### src/hw/rtl/cmd_pkg.sv
package cmd_pkg;

  // Result kinds
  localparam logic [2:0] KIND_BYTE  = 3'd0;
  localparam logic [2:0] KIND_END   = 3'd1;
  localparam logic [2:0] KIND_HDR   = 3'd2;
  localparam logic [2:0] KIND_START = 3'd3;
  localparam logic [2:0] KIND_UNIT  = 3'd4;

  // Configuration register indexes
  localparam int unsigned CFG_IDX_W = 1;
  localparam logic [CFG_IDX_W-1:0] CFG_UNIT_IS_PLAYER = 1'd0;
  localparam logic [CFG_IDX_W-1:0] CFG_MAX_DATA_LEN  = 1'd1;

  localparam logic [15:0] MAX_DATA_LEN_RESET = 16'd1500;

  // Default depth of the queue between parser and result sequencer
  localparam int unsigned QUEUE_DEPTH_DEF = 4;

  // One queued task: one to three results of the same kind
  typedef struct packed {
    logic [2:0]      kind;
    logic [2:0][7:0] data;   // data[0] goes out first
    logic [1:0]      cnt;    // number of results, 1 to 3
    logic            last;   // mark the final result of the task as last
  } task_t;

endpackage

### src/hw/rtl/cmd_front.sv
module cmd_front (
  input  logic            clk,
  input  logic            rst_n,
  input  logic            accept,
  input  logic [7:0]      in_byte,
  input  logic            unit_is_player,
  input  logic [15:0]     max_data_length,
  output logic            push,
  output cmd_pkg::task_t  push_task
);

  localparam logic [1:0] PH_HUNT   = 2'd0;
  localparam logic [1:0] PH_HEADER = 2'd1;
  localparam logic [1:0] PH_DATA   = 2'd2;

  localparam logic [1:0] BAD_NONE  = 2'd0;
  localparam logic [1:0] BAD_START = 2'd1;
  localparam logic [1:0] BAD_UNIT  = 2'd2;

  localparam logic [3:0][7:0] MAGIC = {8'h50, 8'h43, 8'h53, 8'h49};

  localparam logic [7:0] CH_BANG   = 8'h21;
  localparam logic [7:0] CH_RECV   = 8'h31;
  localparam logic [7:0] CH_PLAYER = 8'h37;
  localparam logic [7:0] CH_CR     = 8'h0D;
  localparam logic [7:0] CH_LF     = 8'h0A;
  localparam logic [7:0] CH_EOF    = 8'h1A;

  logic [1:0]      phase_r, phase_nxt;
  logic [1:0]      magic_cnt_r, magic_cnt_nxt;
  logic [3:0]      hdr_idx_r, hdr_idx_nxt;
  logic [31:0]     hdr_size_r, hdr_size_nxt;
  logic [31:0]     data_size_r, data_size_nxt;
  logic [7:0]      version_r, version_nxt;
  logic [15:0]     data_idx_r, data_idx_nxt;
  logic [1:0]      bad_r, bad_nxt;
  logic [2:0][7:0] hold_r, hold_nxt;
  logic [1:0]      hold_cnt_r, hold_cnt_nxt;

  logic [7:0]      unit_ch;
  logic [15:0]     size;
  logic            is_final;
  logic [2:0]      strip;
  logic [1:0]      keep;

  function automatic logic is_strip(input logic [7:0] b);
    is_strip = (b == CH_CR) || (b == CH_LF) || (b == CH_EOF);
  endfunction

  assign unit_ch  = unit_is_player ? CH_PLAYER : CH_RECV;
  // data size never exceeds the 16-bit limit once in the data phase
  assign size     = data_size_r[15:0];
  assign is_final = !(({1'b0, data_idx_r} + 17'd1) < {1'b0, size});

  // Parse one byte
  always_comb begin
    phase_nxt     = phase_r;
    magic_cnt_nxt = magic_cnt_r;
    hdr_idx_nxt   = hdr_idx_r;
    hdr_size_nxt  = hdr_size_r;
    data_size_nxt = data_size_r;
    version_nxt   = version_r;
    data_idx_nxt  = data_idx_r;
    bad_nxt       = bad_r;
    hold_nxt      = hold_r;
    hold_cnt_nxt  = hold_cnt_r;
    strip         = '0;
    keep          = 2'd0;
    push          = 1'b0;
    push_task     = '0;

    if (accept) begin
      unique case (phase_r)
        PH_HUNT: begin
          if (in_byte == MAGIC[magic_cnt_r]) begin
            if (magic_cnt_r == 2'd3) begin
              phase_nxt     = PH_HEADER;
              hdr_idx_nxt   = 4'd4;
              magic_cnt_nxt = 2'd0;
            end else begin
              magic_cnt_nxt = magic_cnt_r + 2'd1;
            end
          end else begin
            magic_cnt_nxt = (in_byte == MAGIC[0]) ? 2'd1 : 2'd0;
          end
        end

        PH_HEADER: begin
          if (hdr_idx_r < 4'd8) begin
            hdr_size_nxt = {hdr_size_r[23:0], in_byte};
          end else if (hdr_idx_r < 4'd12) begin
            data_size_nxt = {data_size_r[23:0], in_byte};
          end else if (hdr_idx_r == 4'd12) begin
            version_nxt = in_byte;
          end
          if (hdr_idx_r != 4'd15) begin
            hdr_idx_nxt = hdr_idx_r + 4'd1;
          end else begin
            priority if (hdr_size_r != 32'd16 || version_r != 8'd1 ||
                         data_size_r > {16'd0, max_data_length}) begin
              push           = 1'b1;
              push_task.kind = cmd_pkg::KIND_HDR;
              push_task.cnt  = 2'd1;
              push_task.last = 1'b1;
              phase_nxt      = PH_HUNT;
            end else if (data_size_r == 32'd0) begin
              push           = 1'b1;
              push_task.kind = cmd_pkg::KIND_START;
              push_task.cnt  = 2'd1;
              push_task.last = 1'b1;
              phase_nxt      = PH_HUNT;
            end else begin
              phase_nxt = PH_DATA;
            end
            magic_cnt_nxt = 2'd0;
            hdr_idx_nxt   = 4'd0;
            data_idx_nxt  = 16'd0;
            bad_nxt       = BAD_NONE;
            hold_cnt_nxt  = 2'd0;
          end
        end

        PH_DATA: begin
          // check start and unit characters, pass or hold payload
          if (data_idx_r == 16'd0) begin
            if (in_byte != CH_BANG) bad_nxt = BAD_START;
          end else if (data_idx_r == 16'd1) begin
            if (bad_r == BAD_NONE && in_byte != unit_ch) bad_nxt = BAD_UNIT;
          end else if (bad_r == BAD_NONE) begin
            if (({1'b0, data_idx_r} + 17'd3) < {1'b0, size}) begin
              push              = 1'b1;
              push_task.kind    = cmd_pkg::KIND_BYTE;
              push_task.data[0] = in_byte;
              push_task.cnt     = 2'd1;
              push_task.last    = 1'b0;
            end else if (hold_cnt_r != 2'd3) begin
              hold_nxt[hold_cnt_r] = in_byte;
              hold_cnt_nxt         = hold_cnt_r + 2'd1;
            end
          end

          if (!is_final) begin
            data_idx_nxt = data_idx_r + 16'd1;
          end else begin
            // close the message
            if (bad_nxt == BAD_NONE && size < 16'd2) bad_nxt = BAD_START;
            // count held bytes left after stripping trailing line ends
            for (int j = 0; j < 3; j++) begin
              strip[j] = is_strip(hold_nxt[j]);
            end
            unique case (hold_cnt_nxt)
              2'd3:    keep = !strip[2] ? 2'd3 : (!strip[1] ? 2'd2 : (!strip[0] ? 2'd1 : 2'd0));
              2'd2:    keep = !strip[1] ? 2'd2 : (!strip[0] ? 2'd1 : 2'd0);
              2'd1:    keep = !strip[0] ? 2'd1 : 2'd0;
              default: keep = 2'd0;
            endcase
            push           = 1'b1;
            push_task.last = 1'b1;
            priority if (bad_nxt != BAD_NONE) begin
              push_task.kind = (bad_nxt == BAD_START) ? cmd_pkg::KIND_START
                                                      : cmd_pkg::KIND_UNIT;
              push_task.cnt  = 2'd1;
            end else if (keep == 2'd0) begin
              push_task.kind = cmd_pkg::KIND_END;
              push_task.cnt  = 2'd1;
            end else begin
              push_task.kind = cmd_pkg::KIND_BYTE;
              push_task.cnt  = keep;
              for (int j = 0; j < 3; j++) begin
                push_task.data[j] = (2'(j) < keep) ? hold_nxt[j] : 8'd0;
              end
            end
            phase_nxt     = PH_HUNT;
            magic_cnt_nxt = 2'd0;
            hdr_idx_nxt   = 4'd0;
            data_idx_nxt  = 16'd0;
            bad_nxt       = BAD_NONE;
            hold_cnt_nxt  = 2'd0;
          end
        end

        default: begin
          phase_nxt = PH_HUNT;
        end
      endcase
    end
  end

  // Control state
  always_ff @(posedge clk) begin
    if (!rst_n) begin
      phase_r     <= PH_HUNT;
      magic_cnt_r <= 2'd0;
      hdr_idx_r   <= 4'd0;
      data_idx_r  <= 16'd0;
      bad_r       <= BAD_NONE;
      hold_cnt_r  <= 2'd0;
    end else begin
      phase_r     <= phase_nxt;
      magic_cnt_r <= magic_cnt_nxt;
      hdr_idx_r   <= hdr_idx_nxt;
      data_idx_r  <= data_idx_nxt;
      bad_r       <= bad_nxt;
      hold_cnt_r  <= hold_cnt_nxt;
    end
  end

  // Header fields and held bytes
  always_ff @(posedge clk) begin
    hdr_size_r  <= hdr_size_nxt;
    data_size_r <= data_size_nxt;
    version_r   <= version_nxt;
    hold_r      <= hold_nxt;
  end

endmodule

### src/hw/rtl/cmd_queue.sv
module cmd_queue #(
  parameter int unsigned DEPTH = cmd_pkg::QUEUE_DEPTH_DEF
) (
  input  logic            clk,
  input  logic            rst_n,
  input  logic            push,
  input  cmd_pkg::task_t  push_task,
  output logic            full,
  input  logic            pop,
  output logic            head_valid,
  output cmd_pkg::task_t  head
);

  localparam int unsigned PTR_W = (DEPTH > 1) ? $clog2(DEPTH) : 1;
  localparam int unsigned CNT_W = $clog2(DEPTH + 1);
  localparam logic [PTR_W-1:0] PTR_LAST = PTR_W'(DEPTH - 1);
  localparam logic [CNT_W-1:0] CNT_FULL = CNT_W'(DEPTH);

  cmd_pkg::task_t   slot_r [DEPTH];
  logic [PTR_W-1:0] wr_ptr_r, wr_ptr_nxt;
  logic [PTR_W-1:0] rd_ptr_r, rd_ptr_nxt;
  logic [CNT_W-1:0] cnt_r, cnt_nxt;
  logic             do_push, do_pop;

  assign full       = (cnt_r == CNT_FULL);
  assign head_valid = (cnt_r != '0);
  assign head       = slot_r[rd_ptr_r];
  assign do_push    = push && !full;
  assign do_pop     = pop && head_valid;

  // Advance pointers and occupancy
  always_comb begin
    wr_ptr_nxt = wr_ptr_r;
    rd_ptr_nxt = rd_ptr_r;
    cnt_nxt    = cnt_r;
    if (do_push) wr_ptr_nxt = (wr_ptr_r == PTR_LAST) ? '0 : wr_ptr_r + 1'b1;
    if (do_pop)  rd_ptr_nxt = (rd_ptr_r == PTR_LAST) ? '0 : rd_ptr_r + 1'b1;
    unique case ({do_push, do_pop})
      2'b10:   cnt_nxt = cnt_r + 1'b1;
      2'b01:   cnt_nxt = cnt_r - 1'b1;
      default: cnt_nxt = cnt_r;
    endcase
  end

  always_ff @(posedge clk) begin
    if (!rst_n) begin
      wr_ptr_r <= '0;
      rd_ptr_r <= '0;
      cnt_r    <= '0;
    end else begin
      wr_ptr_r <= wr_ptr_nxt;
      rd_ptr_r <= rd_ptr_nxt;
      cnt_r    <= cnt_nxt;
    end
  end

  // Store the incoming request
  always_ff @(posedge clk) begin
    if (do_push) slot_r[wr_ptr_r] <= push_task;
  end

endmodule

### src/hw/rtl/cmd_back.sv
module cmd_back (
  input  logic            clk,
  input  logic            rst_n,
  input  logic            head_valid,
  input  cmd_pkg::task_t  head,
  output logic            pop,
  output logic            out_valid,
  input  logic            out_ready,
  output logic [2:0]      out_kind,
  output logic [7:0]      out_data_byte,
  output logic            out_last
);

  logic       out_valid_r, out_valid_nxt;
  logic [2:0] out_kind_r;
  logic [7:0] out_data_byte_r;
  logic       out_last_r;
  logic [1:0] idx_r, idx_nxt;
  logic       load;
  logic       at_end;

  // Load the output register whenever it is empty or being drained
  assign load   = head_valid && (!out_valid_r || out_ready);
  assign at_end = (idx_r == (head.cnt - 2'd1));
  assign pop    = load && at_end;

  always_comb begin
    idx_nxt       = idx_r;
    out_valid_nxt = out_valid_r;
    if (out_valid_r && out_ready) out_valid_nxt = 1'b0;
    if (load) begin
      out_valid_nxt = 1'b1;
      idx_nxt       = at_end ? 2'd0 : idx_r + 2'd1;
    end
  end

  always_ff @(posedge clk) begin
    if (!rst_n) begin
      out_valid_r <= 1'b0;
      idx_r       <= 2'd0;
    end else begin
      out_valid_r <= out_valid_nxt;
      idx_r       <= idx_nxt;
    end
  end

  always_ff @(posedge clk) begin
    if (load) begin
      out_kind_r      <= head.kind;
      out_data_byte_r <= head.data[idx_r];
      out_last_r      <= head.last && at_end;
    end
  end

  assign out_valid     = out_valid_r;
  assign out_kind      = out_kind_r;
  assign out_data_byte = out_data_byte_r;
  assign out_last      = out_last_r;

endmodule

### src/hw/rtl/control_message_deframer.sv
// Control message deframer.
// Input: one stream byte per request on in_byte (in_valid/in_ready). The parser
// hunts for the "ISCP" magic, checks the 16-byte header and splits the data
// part into payload bytes with start and unit checks.
// Output: one result per request on out_kind/out_data_byte/out_last
// (out_valid/out_ready). Status results (header rejected, bad start, wrong
// unit) and message-end results always carry out_last.
// Configuration: cfg_valid/cfg_ready with cfg_index and cfg_data; index 0 is
// unit_is_player, index 1 is max_data_length. cfg_ready is always high.
// A byte's first result passes the queue and the output register before
// out_valid rises. Throughput: one byte per cycle while in_ready is high; the
// output sequencer gives one result per cycle while out_ready is high, and
// message ends with three results are absorbed by the QUEUE_DEPTH-entry queue
// between parser and sequencer. in_ready drops only while that queue is full.
// Reset (synchronous, rst_n low) returns to hunting, empties the queue and
// sets unit_is_player to 0 and max_data_length to 1500.
// When out_ready is low the output result holds, the queue fills, and then
// in_ready goes low until results drain.
module control_message_deframer #(
  parameter int unsigned QUEUE_DEPTH = cmd_pkg::QUEUE_DEPTH_DEF
) (
  input  logic                          clk,
  input  logic                          rst_n,
  input  logic                          in_valid,
  output logic                          in_ready,
  input  logic [7:0]                    in_byte,
  output logic                          out_valid,
  input  logic                          out_ready,
  output logic [2:0]                    out_kind,
  output logic [7:0]                    out_data_byte,
  output logic                          out_last,
  input  logic                          cfg_valid,
  output logic                          cfg_ready,
  input  logic [cmd_pkg::CFG_IDX_W-1:0] cfg_index,
  input  logic [15:0]                   cfg_data
);

  logic           unit_is_player_r;
  logic [15:0]    max_data_length_r;
  logic           q_full;
  logic           push;
  cmd_pkg::task_t push_task;
  logic           pop;
  logic           head_valid;
  cmd_pkg::task_t head;
  logic           accept;

  assign cfg_ready = 1'b1;
  assign in_ready  = !q_full;
  assign accept    = in_valid && in_ready;

  // Configuration registers
  always_ff @(posedge clk) begin
    if (!rst_n) begin
      unit_is_player_r  <= 1'b0;
      max_data_length_r <= cmd_pkg::MAX_DATA_LEN_RESET;
    end else if (cfg_valid && cfg_ready) begin
      unique case (cfg_index)
        cmd_pkg::CFG_UNIT_IS_PLAYER: unit_is_player_r  <= cfg_data[0];
        cmd_pkg::CFG_MAX_DATA_LEN:   max_data_length_r <= cfg_data;
        default: ;
      endcase
    end
  end

  cmd_front u_front (
    .clk             (clk),
    .rst_n           (rst_n),
    .accept          (accept),
    .in_byte         (in_byte),
    .unit_is_player  (unit_is_player_r),
    .max_data_length (max_data_length_r),
    .push            (push),
    .push_task       (push_task)
  );

  cmd_queue #(.DEPTH(QUEUE_DEPTH)) u_queue (
    .clk        (clk),
    .rst_n      (rst_n),
    .push       (push),
    .push_task  (push_task),
    .full       (q_full),
    .pop        (pop),
    .head_valid (head_valid),
    .head       (head)
  );

  cmd_back u_back (
    .clk           (clk),
    .rst_n         (rst_n),
    .head_valid    (head_valid),
    .head          (head),
    .pop           (pop),
    .out_valid     (out_valid),
    .out_ready     (out_ready),
    .out_kind      (out_kind),
    .out_data_byte (out_data_byte),
    .out_last      (out_last)
  );

endmodule

### config.mk
export PLATFORM = sky130hd
export DESIGN_NAME = control_message_deframer
export DESIGN_NICKNAME = d
export VERILOG_FILES = /design/src/hw/rtl/cmd_pkg.sv /design/src/hw/rtl/cmd_front.sv /design/src/hw/rtl/cmd_queue.sv /design/src/hw/rtl/cmd_back.sv /design/src/hw/rtl/control_message_deframer.sv
export SDC_FILE = /design/constraint.sdc
export NUM_CORES = 1
export LEC_CHECK = 0
export BUFFER_PORTS_ARGS = -buffer_cell sky130_fd_sc_hd__buf_2
export CAP_MARGIN = 20
export CORE_MARGIN = 3
export CORE_UTILIZATION = 38
export DETAILED_ROUTE_END_ITERATION = 6
export PLACE_DENSITY_LB_ADDON = 0.25
export SETUP_SLACK_MARGIN = 0.2
export SKIP_CTS_REPAIR_TIMING = 1
export SYNTH_ARGS = -nofsm -noshare
export SYNTH_HDL_FRONTEND = slang
export SYNTH_HIERARCHICAL = 1
export SYNTH_SLANG_ARGS = --single-unit
### constraint.sdc
create_clock -name clk -period 8.8 [get_ports clk]
set_clock_uncertainty 0.15 [all_clocks]
set_input_delay 0.88 -clock clk [delete_from_list [all_inputs] [get_ports clk]]
set_output_delay 0.88 -clock clk [all_outputs]
set_load 0.01 [all_outputs]
* Yosys cells after proc, flatten, opt, wreduce, memory -nomap -nowiden
Memories as Yosys holds them, arrays and structs flattened. A register that Yosys moved wholly into a read port is not among the register bits.
Cells that the tools add are included.
** Cells by class
- Add/sub/neg operators :: 12
- $lt $le $gt $ge :: 13
- Equality and inequality tests :: 36
- Muxes and demuxes :: 107
- Bitwise logic cells :: 3
- Reductions and logical operators :: 43
** Operators by type and width (number)
- $mux 24 :: 10
- $mux 2 :: 41
- $mux 30 :: 2
- $eq 8x4->1 const B :: 6
- $mux 8 :: 6
- $mux 11 :: 4
- $lt 17x16->1 :: 2
- $bmux 8 s2 :: 2
- $gt 32x16->1 :: 1
- $logic_not 32->1 :: 1
- $mux 16 :: 2
- $ne 32x5->1 const B :: 1
- $pmux 16 s2 :: 1
- $bwmux 24 :: 1
- $eq 8x5->1 const B :: 3
- $mux 3 :: 7
- $pmux 2 s3 :: 3
- $pmux 3 s2 :: 3
- $add 16x1->17 const B :: 1
- $add 16x2->17 const B :: 1
- $add 16x1->16 const B :: 1
- $demux 8 s2 :: 1
- $eq 16x1->1 const B :: 1
- $logic_not 16->1 :: 1
- 40 further kinds :: 112
** Storage, ports and cells
- Register bits after elaboration :: 163
- Bits in writable memories :: 120
- Input port bits :: 30
- Output and inout bits :: 15
- Word-level logic and storage cells :: 237
- Memories kept :: 1
** Memories
- u_queue.slot_r :: depth 4, bits a word 30, rd ports 1, clocked after Yosys merged registers in 1, wr ports 1, line cmd_queue.sv:19 : cmd_pkg::task_t slot_r [DEPTH];

* Depth between registers and ports, before layout
Gate-level depths: netlist of the first run.
- Word-level depth :: 29
- Depth in mapped cells :: 25
- Gate-level depth less buffers :: 23

* By module
Netlist of the first run, hierarchy kept.
** By module, submodules not included
- cmd_front :: instances 1, cells an instance 667, area an instance 7443.4 um^2, seq. area each 3443.3 um^2
- cmd_queue :: instances 1, cells an instance 212, area an instance 4823.4 um^2, seq. area each 3783.6 um^2
- control_message_deframer :: instances 1, cells an instance 82, area an instance 759.5 um^2, seq. area each 340.3 um^2
- cmd_back :: instances 1, cells an instance 62, area an instance 721.9 um^2, seq. area each 420.4 um^2

* Worst setup path after synthesis of the first run
Ideal clock, no wire load.
- Path kind :: flip-flop to flip-flop
- Start point :: register u_front.data_idx_r[0]
- End point :: register u_queue.cnt_r[2]
- Setup time :: 0.076 ns
- Arrival :: 4.405 ns
- Data required time :: 8.574 ns
- Path slack :: 4.169 ns
- Cell stages (with the launch flop) :: 25
- Buffers on the path :: 1
- Clock period less this slack :: 4.631 ns
- Path through :: dfxtp_1 > ha_1 > inv_1 > nor3_2 > nand3_1 > xnor2_1 > ha_1 > a21o_1 > a21o_1 > a211o_1 > a21oi_1 > o211ai_2 > nor2_1 > o21ai_0 > nand2_1 > a21oi_1 > nor2b_1 > buf_2 > inv_1 > ha_1 > inv_1 > fa_1 > xor2_1 > or3_1 > a21boi_0
** On the way
- Longest elaborated chain between the ends :: 12
- Elaborated cells between the ends (all ways) :: 18
- Classes of those cells :: 2 x add/sub; 2 x order compare; 3 x eq/ne; 8 x mux; 3 x reduce/logical
** RTL lines
- start, declared :: line cmd_front.sv:35 : logic [15:0] data_idx_r, data_idx_nxt;
- start signal, assigned :: line cmd_front.sv:202 : data_idx_r <= data_idx_nxt;
- $add 16x2->17 :: line cmd_front.sv:130 : if (({1'b0, data_idx_r} + 17'd3) < {1'b0, size}) begin
- $lt 17x16->1 :: line cmd_front.sv:130
- $mux 1 :: line cmd_front.sv:130
- $mux 1 :: line cmd_front.sv:129 : end else if (bad_r == BAD_NONE) begin
- $mux 1 :: line cmd_front.sv:127 : end else if (data_idx_r == 16'd1) begin
- $mux 1 :: line cmd_front.sv:125 : if (data_idx_r == 16'd0) begin
- $mux 1 * :: line cmd_front.sv:142 : if (!is_final) begin
- $pmux 1 s2 * :: line cmd_front.sv:73 : unique case (phase_r)
- $mux 1 * :: line cmd_front.sv:72 : if (accept) begin
- net push :: line control_message_deframer.sv:41 : logic push;
- $logic_and 1x1->1 * :: line cmd_queue.sv:28 : assign do_push = push && !full;
- $eq 2x1->1 or $eq 2x2->1 (tied branches) :: line cmd_queue.sv:38 : unique case ({do_push, do_pop})
- $pmux 3 s2 or $reduce_bool 2->1 (tied branches)
- end signal, assigned :: line cmd_queue.sv:53 : cnt_r <= cnt_nxt;
- end, declared :: line cmd_queue.sv:22 : logic [CNT_W-1:0] cnt_r, cnt_nxt;
The timed path passes the listed nets; every way through them passes the cells marked *.
A chain may end at the register's enable or synchronous reset.

* Final worst setup path of the first run
Ends and elaborated chain as after synthesis.

==> qor.csv, run 1 <==
stage,metric,value,unit
finish,fin_area,15300,sq um
worst_setup_path,worstSetupStartpointType,flop,
worst_setup_path,critical_path.slowest_cell,dfxtp_1,
global_route,grt_pass1_wl,45600,um
global_route,grt-ovfl-total,0,
synth,synthArstFlopShare,0,%
sta,setup_ws,3.60,ns
worst_setup_path,reg2reg_slack,3.60,ns
clock_tree,tritoncts,yes,
sta,fmax,192,MHz
pwr,vdd_drop_max,0.136,mV
placed_design,place.gp.congestion,0.835,
worst_hold_path,min-delay-path-class,reg -> reg,
pwr,p_leak,0.00491,uW
worst_setup_path,endpoint,u_queue/cnt_r[2],
worst_setup_path,crit_arrival,5.51,ns
synth,synthDistinctLibCells,88,
worst_setup_path,rr_worst_depth,23,
clock_tree,cts_root_buffer,clkbuf_16,
finish,final_common_cell,edfxtp_1,
global_route,grt_max_degree,70,
synth,synth_top_cell_by_area,edfxtp_1,
routing,drt-initial-drc-count,401,
worst_setup_path,critPathKind,reg -> reg,
global_route,grt_pass1_vias,8120,
worst_setup_path,crit_path_end_kind,flop,
finish,drive_above_1_share,18.9,%
worst_setup_path,r2r-start,u_front/data_idx_r[0],
synth,synthTopCellsByArea,"edfxtp_1 (50%), dfxtp_1 (8.3%), ha_1 (5.8%)",
die,die_height,196,um
finish,fin_nets,1156,
synth,synth_area_per_cell,13.4,sq um
synth,synth_xor_area_share,2.29,%
placed_design,hpwl,19400,um
worst_setup_path,crit_path_start,u_front/data_idx_r[0],
sta,worst_pin_slew,1.04,ns
status,status,"finished, final reports clean",
placed_design,dp_cells,1489,
placed_design,port_buffers,43,
sta,finalCritPeriodShare,59.1,%
finish,nFillCells,3257,
die,rows,69,
routing,drt-total-wl,28200,um
synth,yosysSeqAreaShare,58.1,%
worst_setup_path,crit_fanout,9,
synth,synth_top_flop_cell,edfxtp_1,
routing,first_pass_iters,5,
synth,synth_edf_count,228,
synth,synth_fa_ha_area_share,5.97,%
die,fp.dieW,196,um
finish,multi_input_area,5210,sq um
routing,wl_per_cell,18.3,um
synth,yosys_warnings,6,
synth,synth_top_area_share,49.8,%
finish,stdcell_count,1544,
worst_setup_path,r2r_end,u_queue/cnt_r[2],
global_route,grtUsageTotal,14.9,%
clock_tree,insertion_delay,0.55,ns
clock_tree,clock_sinks,285,
worst_setup_path,cpPeakStageDelay,0.49,ns
clock_tree,clkTransAtPathRegs,0.06,ns
die,start_util,38.6,%
synth,syn_inst,1023,
routing,vias_per_cell,5.20,
placed_design,place_area,14300,sq um
die,dieArea,38500,sq um
synth,synth_top_family_by_area,simple AND/OR/NAND/NOR gates,
worst_setup_path,cp_cell_sequence,"ha_1, inv_1, nor3_2, nand3_1, xnor2_1, ha_1, a21o_1, a21o_1, a211o_1, a21oi_1, o211ai_2, nor2_1, o21ai_0, nand2_1, a21oi_1, nor2b_1, inv_1, ha_1, inv_1, fa_1, xor2_1, or3_1, a21boi_0",
synth,synth_compound_area_share,7.96,%
clock_tree,htreeDepth,1,
worst_setup_path,required,9.11,ns
sta,finalSetupViolations,0,
sta,hold_viol_final,0,
sta,whs,0.301,ns
clock_tree,ctsLongestPathBuffers,3,
finish,layout_common_cells,"edfxtp_1 (228), nand2_1 (68), inv_1 (67), ha_1 (64), dfxtp_1 (56)",
global_route,antenna_found_initial,0,
synth,synth-simple-area-share,12.9,%
finish,syn2layout_area_growth,11.5,%
die,core-area,35700,sq um
sta,min_period,5.20,ns
finish,regArea,7990,sq um
synth,synthMuxAreaShare,8.64,%
clock_tree,cts_made_buffers,30,
flow_run,drv_cap,0,
finish,n_antenna_cell,0,
sta,finalSetupTns,0,ns
synth,ys_ff_latch,285,
sta,slew_violations,0,
placed_design,place_ws,3.63,ns
synth,synth_nets,1118,
routing,ant_nets,0,
sta,rsz0062_at_grt,no,
synth,syn_area,13700,sq um
routing,drcViolationCount,0,
die,ios,45,
sta,slew_headroom,29.6,%
routing,vias,8035,
pwr,power_density,180,nW/um^2
power by group:
group	total [uW]	internal [uW]	switching, uW
logic	50.9	17.5	33.3
clock network	1270	767	503
registers	1440	1440	2.41
total	2760	2220	539
flip-flops by register name, indices dropped and copies added, names as in the netlist, 3 cells and up, named ones only:
register and flops:
u_front/data_size_r 32, u_back/out_data_byte 8, u_front/version_r 8, u_queue/slot_r 120
u_front/hold_r 24, u_front/hdr_idx_r 4, u_back/out_kind 3, u_front/hdr_size_r 32
u_front/data_idx_r 16, u_queue/cnt_r 3, max_data_length_r 16
final cells by class:
class,count,share of cell area (%)
Clock inverter,17,1.24
Timing Repair Buffer,55,2.02
Inverter,67,1.64
Clock buffer,37,5.27
Tap cell,461,3.76
Multi-Input combinational cell,622,34.0
Sequential cell,285,52.1
metrics by stage:
step | util [%] | power [uW]
2_1_floorplan | - | 1500
3_3_place_gp | 40.2 | 1520
3_5_place_dp | 40.2 | 1520
4_1_cts | 43.0 | 2800
5_1_grt | 43.0 | 2860
6_report | 43.0 | 2760
per-layer routing:
layer / vias up / part of all wire, % / GRT usage (%)
li1: 3916 / - / -
met1: 3953 / 47 / 20.7
met2: 130 / 48 / 24.6
met3: 36 / 3.5 / 2.04
met4: 0 / 2.1 / 4.20
met5: - / 0 / 0
worst max-delay path: cells and delay by family, from the launching register on:
kind	cells	cell delay, ns
AO/OA/AOI/OAI	8	1.44
AND/OR/NAND/NOR	6	1.33
adder cells (fa/ha/maj)	4	1.10
flip-flops	1	0.49
XOR/XNOR	2	0.37
buffers and inverters	3	0.22
synthesized netlist by cell type, types with 3 or more instances:
| cell | count |
|---|---|
| o21ai_1 | 6 |
| a21boi_0 | 4 |
| nor4_1 | 19 |
| inv_1 | 67 |
| nand3b_1 | 4 |
| o31ai_1 | 3 |
| o21ai_2 | 3 |
| buf_6 | 10 |
| o21ai_0 | 30 |
| xor2_1 | 16 |
| mux2i_1 | 22 |
| and3_1 | 8 |
| or3_1 | 6 |
| buf_4 | 6 |
| a21o_1 | 9 |
| nand2b_1 | 4 |
| dfxtp_1 | 57 |
| buf_2 | 13 |
| edfxtp_1 | 228 |
| o211ai_2 | 9 |
| nor3b_1 | 5 |
| a21boi_1 | 4 |
| mux2_2 | 22 |
| a21oi_1 | 13 |
| nor2b_1 | 36 |
| nor3_4 | 3 |
| nor3_1 | 6 |
| a22oi_1 | 16 |
| nand3_1 | 44 |
| nand2_1 | 68 |
| nor2_1 | 41 |
| ha_1 | 64 |
| clkbuf_1 | 19 |
| mux4_2 | 30 |
| nand4_1 | 22 |
| o21a_1 | 8 |
| xnor2_1 | 20 |
| and2_1 | 9 |
| nor4b_1 | 5 |
logic make-up (layout without fill, tap and decap cells):
kind of cell,after synthesis,count (layout)
and+or+nand+nor,305,305
muxes,77,77
DFF,285,285
xor gates and xnor gates,36,36
other,1,1
adders and majority gates,65,65
buffers and inverters,116,176
AOI/OAI and AO/OA,138,138
how the worst min path moves through the flow:
stage                                 start                 endpoint  slack [ns]  cells after the start
floorplan             u_front/hdr_size_r[4]   u_front/hdr_size_r[12]        0.27                      0
global placement      u_front/hdr_size_r[4]   u_front/hdr_size_r[12]        0.28                      0
detailed placement  u_front/data_size_r[16]  u_front/data_size_r[24]        0.29                      0
CTS                  u_front/hdr_size_r[12]   u_front/hdr_size_r[20]        0.30                      0
global route          u_front/hdr_size_r[7]   u_front/hdr_size_r[15]        0.31                      0
finish               u_front/hdr_size_r[21]   u_front/hdr_size_r[29]        0.30                      0
No activity file was read; power rests on OpenSTA's default activity.
==> run 2: changes to the inputs <==
Clock period 8.8 ns to 4.6 ns, I/O delays scaled along.
==> run 2 against run 1 <==
Against the previous run: the run now ends with negative hold slack left; global-route usage rose by 0.16 points; register-to-register slack got worse by 3.2 ns; worst setup slack got worse by 3.2 ns; count of clock-buffer cells in the layout rose by 1; core utilization rose by 1.2 points; die area did not move.
==> qor.csv, run 2 (same netlist as run 1, synthesis figures left out) <==
stage,metric,value,unit
status,status,finished with violations,
status,violations,negative hold slack,
global_route,grt-ovfl-total,0,
pwr,switchingPower,1040,uW
flow_run,drv_cap,0,
die,fp.dieW,196,um
clock_tree,ctsLongestPathBuffers,3,
sta,hold_viol_final,1,
placed_design,dp_cells,1515,
global_route,antenna_found_initial,0,
placed_design,place.gp.congestion,0.861,
finish,largest_reg_flops,120,
global_route,grt_max_degree,57,
clock_tree,htreeDepth,1,
global_route,grt_pass1_vias,8334,
sta,finalSetupTns,0,ns
routing,drt-total-wl,28800,um
pwr,p_leak,0.00511,uW
clock_tree,cts_root_buffer,clkbuf_16,
worst_setup_path,crit_fanout,6,
worst_setup_path,crit_buf_inv,2,
sta,slew_headroom,37.7,%
worst_setup_path,cpPeakStageDelay,0.38,ns
worst_setup_path,required,4.94,ns
placed_design,place_ws,-0.0372,ns
sta,finalCritPeriodShare,92.3,%
clock_tree,cts_made_buffers,30,
sta,min_period,4.25,ns
routing,drt-initial-drc-count,549,
worst_hold_path,hold_path_depth,3,
worst_setup_path,worstSetupStartpointType,flop,
worst_setup_path,worst-path-stages,22,
finish,stdcell_count,1578,
finish,multi_input_area,5370,sq um
routing,wl_per_cell,18.3,um
finish,reg_top3,"u_queue/slot_r: 120 flops, u_front/data_size_r: 32 flops, u_front/hdr_size_r: 32 flops",
worst_setup_path,critPathKind,reg -> reg,
global_route,grt_pass1_wl,46600,um
sta,finalSetupViolations,0,
routing,vias_per_cell,5.26,
die,core-area,35700,sq um
die,start_util,38.6,%
sta,worst_pin_slew,0.922,ns
routing,ant_nets,0,
pwr,total_power,5200,uW
routing,vias,8304,
clock_tree,clkTransAtPathRegs,0.06,ns
finish,syn2layout_area_growth,14.7,%
sta,setup_ws,0.353,ns
worst_setup_path,crit_path_end_kind,flop,
sta,whs,-0.00367,ns
finish,layout_common_cells,"edfxtp_1 (228), nand2_1 (68), inv_1 (66), ha_1 (60), dfxtp_1 (49)",
worst_setup_path,crit_arrival,4.58,ns
sta,fmax,235,MHz
finish,regArea,8010,sq um
pwr,p_int,4160,uW
worst_setup_path,rr_worst_depth,22,
finish,drive_above_1_share,24.2,%
pwr,power.share.clock,45.1,%
routing,first_pass_iters,5,
worst_setup_path,cp_top_family,simple AND/OR/NAND/NOR gates,
die,ios,45,
worst_setup_path,cp_cell_sequence,"and3_4, and3_4, nand4_1, nor2_1, xor2_1, ha_1, a21o_1, a211o_1, a21oi_2, o211ai_2, nor2_2, o21ai_2, nand2_1, a21oi_2, nor2b_4, inv_1, ha_2, inv_1, fa_2, xor2_1, or3_1, a21boi_1",
clock_tree,tritoncts,yes,
pwr,power_density,330,nW/um^2
die,rows,69,
clock_tree,insertion_delay,0.56,ns
clock_tree,clock_sinks,285,
placed_design,port_buffers,43,
pwr,vdd_drop_max,0.261,mV
pwr,p_seq_share,53.0,%
pwr,swShare,20.0,%
worst_setup_path,critical_path.slowest_cell,dfxtp_4,
finish,n_antenna_cell,0,
placed_design,hpwl,19600,um
pwr,p_comb_share,1.9,%
finish,final_common_cell,edfxtp_1,
worst_hold_path,min-delay-path-class,in -> reg,
sta,rsz0062_at_grt,yes,
routing,drcViolationCount,0,
die,dieArea,38500,sq um
finish,nFillCells,3236,
finish,fin_nets,1189,
finish,top_register,u_queue/slot_r,
die,die_height,196,um
sta,slew_violations,0,
global_route,grtUsageTotal,15.1,%
==> run 2: cell types whose count changed in the layout (fill, tap and decap cells not counted), sizes merged <==
cell,before,now
clkbuf,37,38
clkinvlp,1,2
clkinv,10,11
buf,55,88
inv,69,68
bufinv,4,3
==> run 2: path summary, 6_finish.rpt <==
check                            to                   from  slack (ns)
max reg2reg        u_queue/cnt_r[2]  u_front/data_idx_r[2]        0.35
min reg2reg  u_front/hdr_size_r[12]  u_front/hdr_size_r[4]        0.30
max                u_queue/cnt_r[2]  u_front/data_idx_r[2]        0.35
min           max_data_length_r[11]           cfg_data[11]      -0.004
==> run 2: area by class of cell <==
class                   count  area share (%)
clock buffers              38            4.95
clock inverters            17            1.13
inverters                  67            1.59
multi-input cells         622            34.0
flip-flops and latches    285            50.8
well taps                 461            3.66
repair buffers             88            3.82
==> run 2: power groups by stage <==
stage | clock network, uW | registers (uW) | logic (uW)
2_1_floorplan | 0 | 2810 | 62.6
3_3_place_gp | 0 | 2820 | 98.0
3_5_place_dp | 0 | 2820 | 99.0
4_1_cts | 2410 | 2760 | 99.5
5_1_grt | 2520 | 2760 | 110
6_report | 2340 | 2760 | 97.4
==> run 2: per-stage QoR <==
stage	instance area, sq um	hold WS (ns)	util (%)
after floorplan	13800	0.268	-
after global placement	14600	0.281	41.0
after detailed placement	14600	0.282	41.0
after CTS	15600	-0.0259	43.7
after global routing	15800	0.000536	44.2
final	15800	-0.00367	44.2
==> run 2: metal layers <==
metal | track usage, % | up-vias | routed length [um]
met1 | 20.8 | 4133 | 13500
met5 | 0 | - | 0
li1 | - | 3995 | -
met4 | 3.78 | 0 | 535
met2 | 25.0 | 139 | 13700
met3 | 2.32 | 37 | 1040
==> run 2: worst register-to-register path: stages, from the launching register on <==
cell	delay, ns
dfxtp_4	0.38
and3_4	0.20
and3_4	0.20
nand4_1	0.14
nor2_1	0.15
xor2_1	0.21
ha_1	0.28
a21o_1	0.16
a211o_1	0.31
a21oi_2	0.14
o211ai_2	0.13
nor2_2	0.13
o21ai_2	0.09
nand2_1	0.09
a21oi_2	0.07
nor2b_4	0.13
inv_1	0.07
ha_2	0.18
inv_1	0.06
fa_2	0.33
xor2_1	0.15
or3_1	0.31
a21boi_1	0.13
==> run 3: changes to the inputs <==
Settings changed: RECOVER_POWER from default to 50.
==> run 3 against run 2 <==
Against the previous run: the run ends with negative hold slack, max-capacitance violations, max-slew violations left; flip-flop and latch count unchanged; via count grew 0.19%; sequential power about the same; critical endpoint unchanged; highest routed layer unchanged; non-clock buffer count stayed put; clock power about the same; die area stayed put; critical path depth unchanged; wire length rose by 0.34%; count of clock-buffer cells in the layout stayed put.
==> qor.csv, run 3 (same netlist as run 1, synthesis figures left out) <==
stage,metric,value,unit
pwr,total_power,5200,uW
placed_design,place.gp.congestion,0.861,
clock_tree,insertion_delay,0.56,ns
worst_setup_path,crit_buf_inv,2,
finish,fin_nets,1189,
routing,first_pass_iters,5,
sta,rsz0062_at_grt,yes,
worst_setup_path,rr_worst_depth,22,
routing,vias_per_cell,5.27,
worst_setup_path,crit_arrival,4.63,ns
global_route,grtUsageTotal,15.1,%
die,start_util,38.6,%
pwr,vdd_drop_max,0.261,mV
global_route,grt_pass1_wl,46600,um
finish,stdcell_count,1578,
clock_tree,tritoncts,yes,
worst_setup_path,worst-path-stages,22,
worst_setup_path,cp_cell_sequence,"and3_4, and3_4, nand4_1, nor2_1, xor2_1, ha_1, a21o_1, a211o_1, a21oi_1, o211ai_1, nor2_2, o21ai_2, nand2_1, a21oi_2, nor2b_4, inv_1, ha_2, inv_1, fa_2, xor2_1, or3_1, a21boi_1",
routing,wl_per_cell,18.3,um
worst_setup_path,crit_path_end_kind,flop,
finish,syn2layout_area_growth,13.7,%
sta,slew_violations,190,
die,ios,45,
sta,finalCritPeriodShare,93.3,%
routing,vias,8320,
placed_design,dp_cells,1515,
sta,hold_viol_final,2,
routing,drt-total-wl,28900,um
sta,whs,-0.00443,ns
finish,reg_top3,"u_queue/slot_r: 120 flops, u_front/data_size_r: 32 flops, u_front/hdr_size_r: 32 flops",
die,fp.dieW,196,um
global_route,grt_pass1_vias,8334,
global_route,grt-ovfl-total,0,
sta,finalSetupViolations,0,
clock_tree,cts_root_buffer,clkbuf_16,
finish,multi_input_area,5300,sq um
status,violations,"negative hold slack, max-capacitance violations, max-slew violations",
sta,finalSetupTns,0,ns
die,rows,69,
finish,n_antenna_cell,0,
die,dieArea,38500,sq um
worst_hold_path,min-delay-path-class,in -> reg,
worst_setup_path,required,4.94,ns
global_route,antenna_found_initial,0,
worst_hold_path,hold_path_depth,3,
finish,layout_common_cells,"edfxtp_1 (228), nand2_1 (68), inv_1 (66), ha_1 (60), dfxtp_1 (50)",
worst_setup_path,critPathKind,reg -> reg,
placed_design,port_buffers,43,
global_route,grt_max_degree,57,
worst_setup_path,critical_path.slowest_cell,dfxtp_4,
sta,worst_pin_slew,2.48,ns
clock_tree,clock_sinks,285,
status,status,finished with violations,
sta,min_period,4.29,ns
finish,final_common_cell,edfxtp_1,
worst_setup_path,cpPeakStageDelay,0.38,ns
pwr,power_density,332,nW/um^2
placed_design,hpwl,19600,um
die,die_height,196,um
flow_run,drv_cap,5,
worst_setup_path,crit_fanout,6,
sta,slew_headroom,-65.5,%
finish,top_register,u_queue/slot_r,
worst_setup_path,cp_top_family,simple AND/OR/NAND/NOR gates,
finish,post-route-util,43.9,%
clock_tree,htreeDepth,1,
clock_tree,clkTransAtPathRegs,0.06,ns
clock_tree,ctsLongestPathBuffers,3,
sta,fmax,233,MHz
routing,drcViolationCount,0,
finish,regArea,8010,sq um
finish,drive_above_1_share,19.6,%
routing,drt-initial-drc-count,504,
pwr,p_leak,0.00500,uW
worst_setup_path,worstSetupStartpointType,flop,
finish,largest_reg_flops,120,
finish,nFillCells,3260,
clock_tree,cts_made_buffers,30,
die,core-area,35700,sq um
routing,ant_nets,0,
run 3: changes by cell type in the layout (fill, tap and decap cells not counted), moves of 3 or more:
cell      previous run  this run
buf_2               43        20
o21ai_0             26        29
buf_4               41        32
o211ai_1             0         5
o211ai_2             9         4
clkbuf_1             8        40
mux2_1               0         5
mux2_2              22        17
run 3: metal layers:
layer  track usage [%]  vias up  share of wire [%]
li1                  -     3993                  -
met1              20.8     4125                 47
met2              25.0      167                 48
met3              2.32       35                4.0
met4              3.78        0                1.8
met5                 0        -                  0
run 3: where the power goes:
group	leakage, uW	switching, uW	internal [uW]
Combinational	0.00231	61.5	32.6
Clock	0.000461	974	1370
Sequential	0.00223	4.45	2750
Total	0.00500	1040	4160
run 3: through the flow:
stage / cell area [sq um] / setup WS, ns
after detailed placement: 14600 / -0.0372
after CTS: 15600 / -0.0655
after global routing: 15600 / 0.0808
final: 15600 / 0.310
after global placement: 14600 / 0.101
after floorplan: 13800 / 0.206
run 3: path summary, 6_finish.rpt:
| check | endpoint | startpoint | slack (ns) |
|---|---|---|---|
| min | max_data_length_r[11] | cfg_data[11] | -0.004 |
| max | u_queue/cnt_r[2] | u_front/data_idx_r[2] | 0.31 |
| min reg2reg | u_front/hdr_size_r[12] | u_front/hdr_size_r[4] | 0.30 |
| max reg2reg | u_queue/cnt_r[2] | u_front/data_idx_r[2] | 0.31 |
run 3: worst register-to-register path, cell delays in order, from the launching register on:
cell and delay (ns):
dfxtp_4 0.38, and3_4 0.20, and3_4 0.20, nand4_1 0.13
nor2_1 0.15, xor2_1 0.21, ha_1 0.28, a21o_1 0.16
a211o_1 0.30, a21oi_1 0.13, o211ai_1 0.16, nor2_2 0.14
o21ai_2 0.09, nand2_1 0.09, a21oi_2 0.07, nor2b_4 0.13
inv_1 0.08, ha_2 0.18, inv_1 0.05, fa_2 0.33
xor2_1 0.15, or3_1 0.31, a21boi_1 0.13
run 3: final cells by class:
type / instances / share of cell area (%)
flip-flops and latches: 285 / 51.2
repair buffers: 88 / 3.46
well taps: 461 / 3.69
multi-input cells: 622 / 33.9
inverters: 67 / 1.61
clock buffers: 38 / 4.99
clock inverters: 17 / 1.14
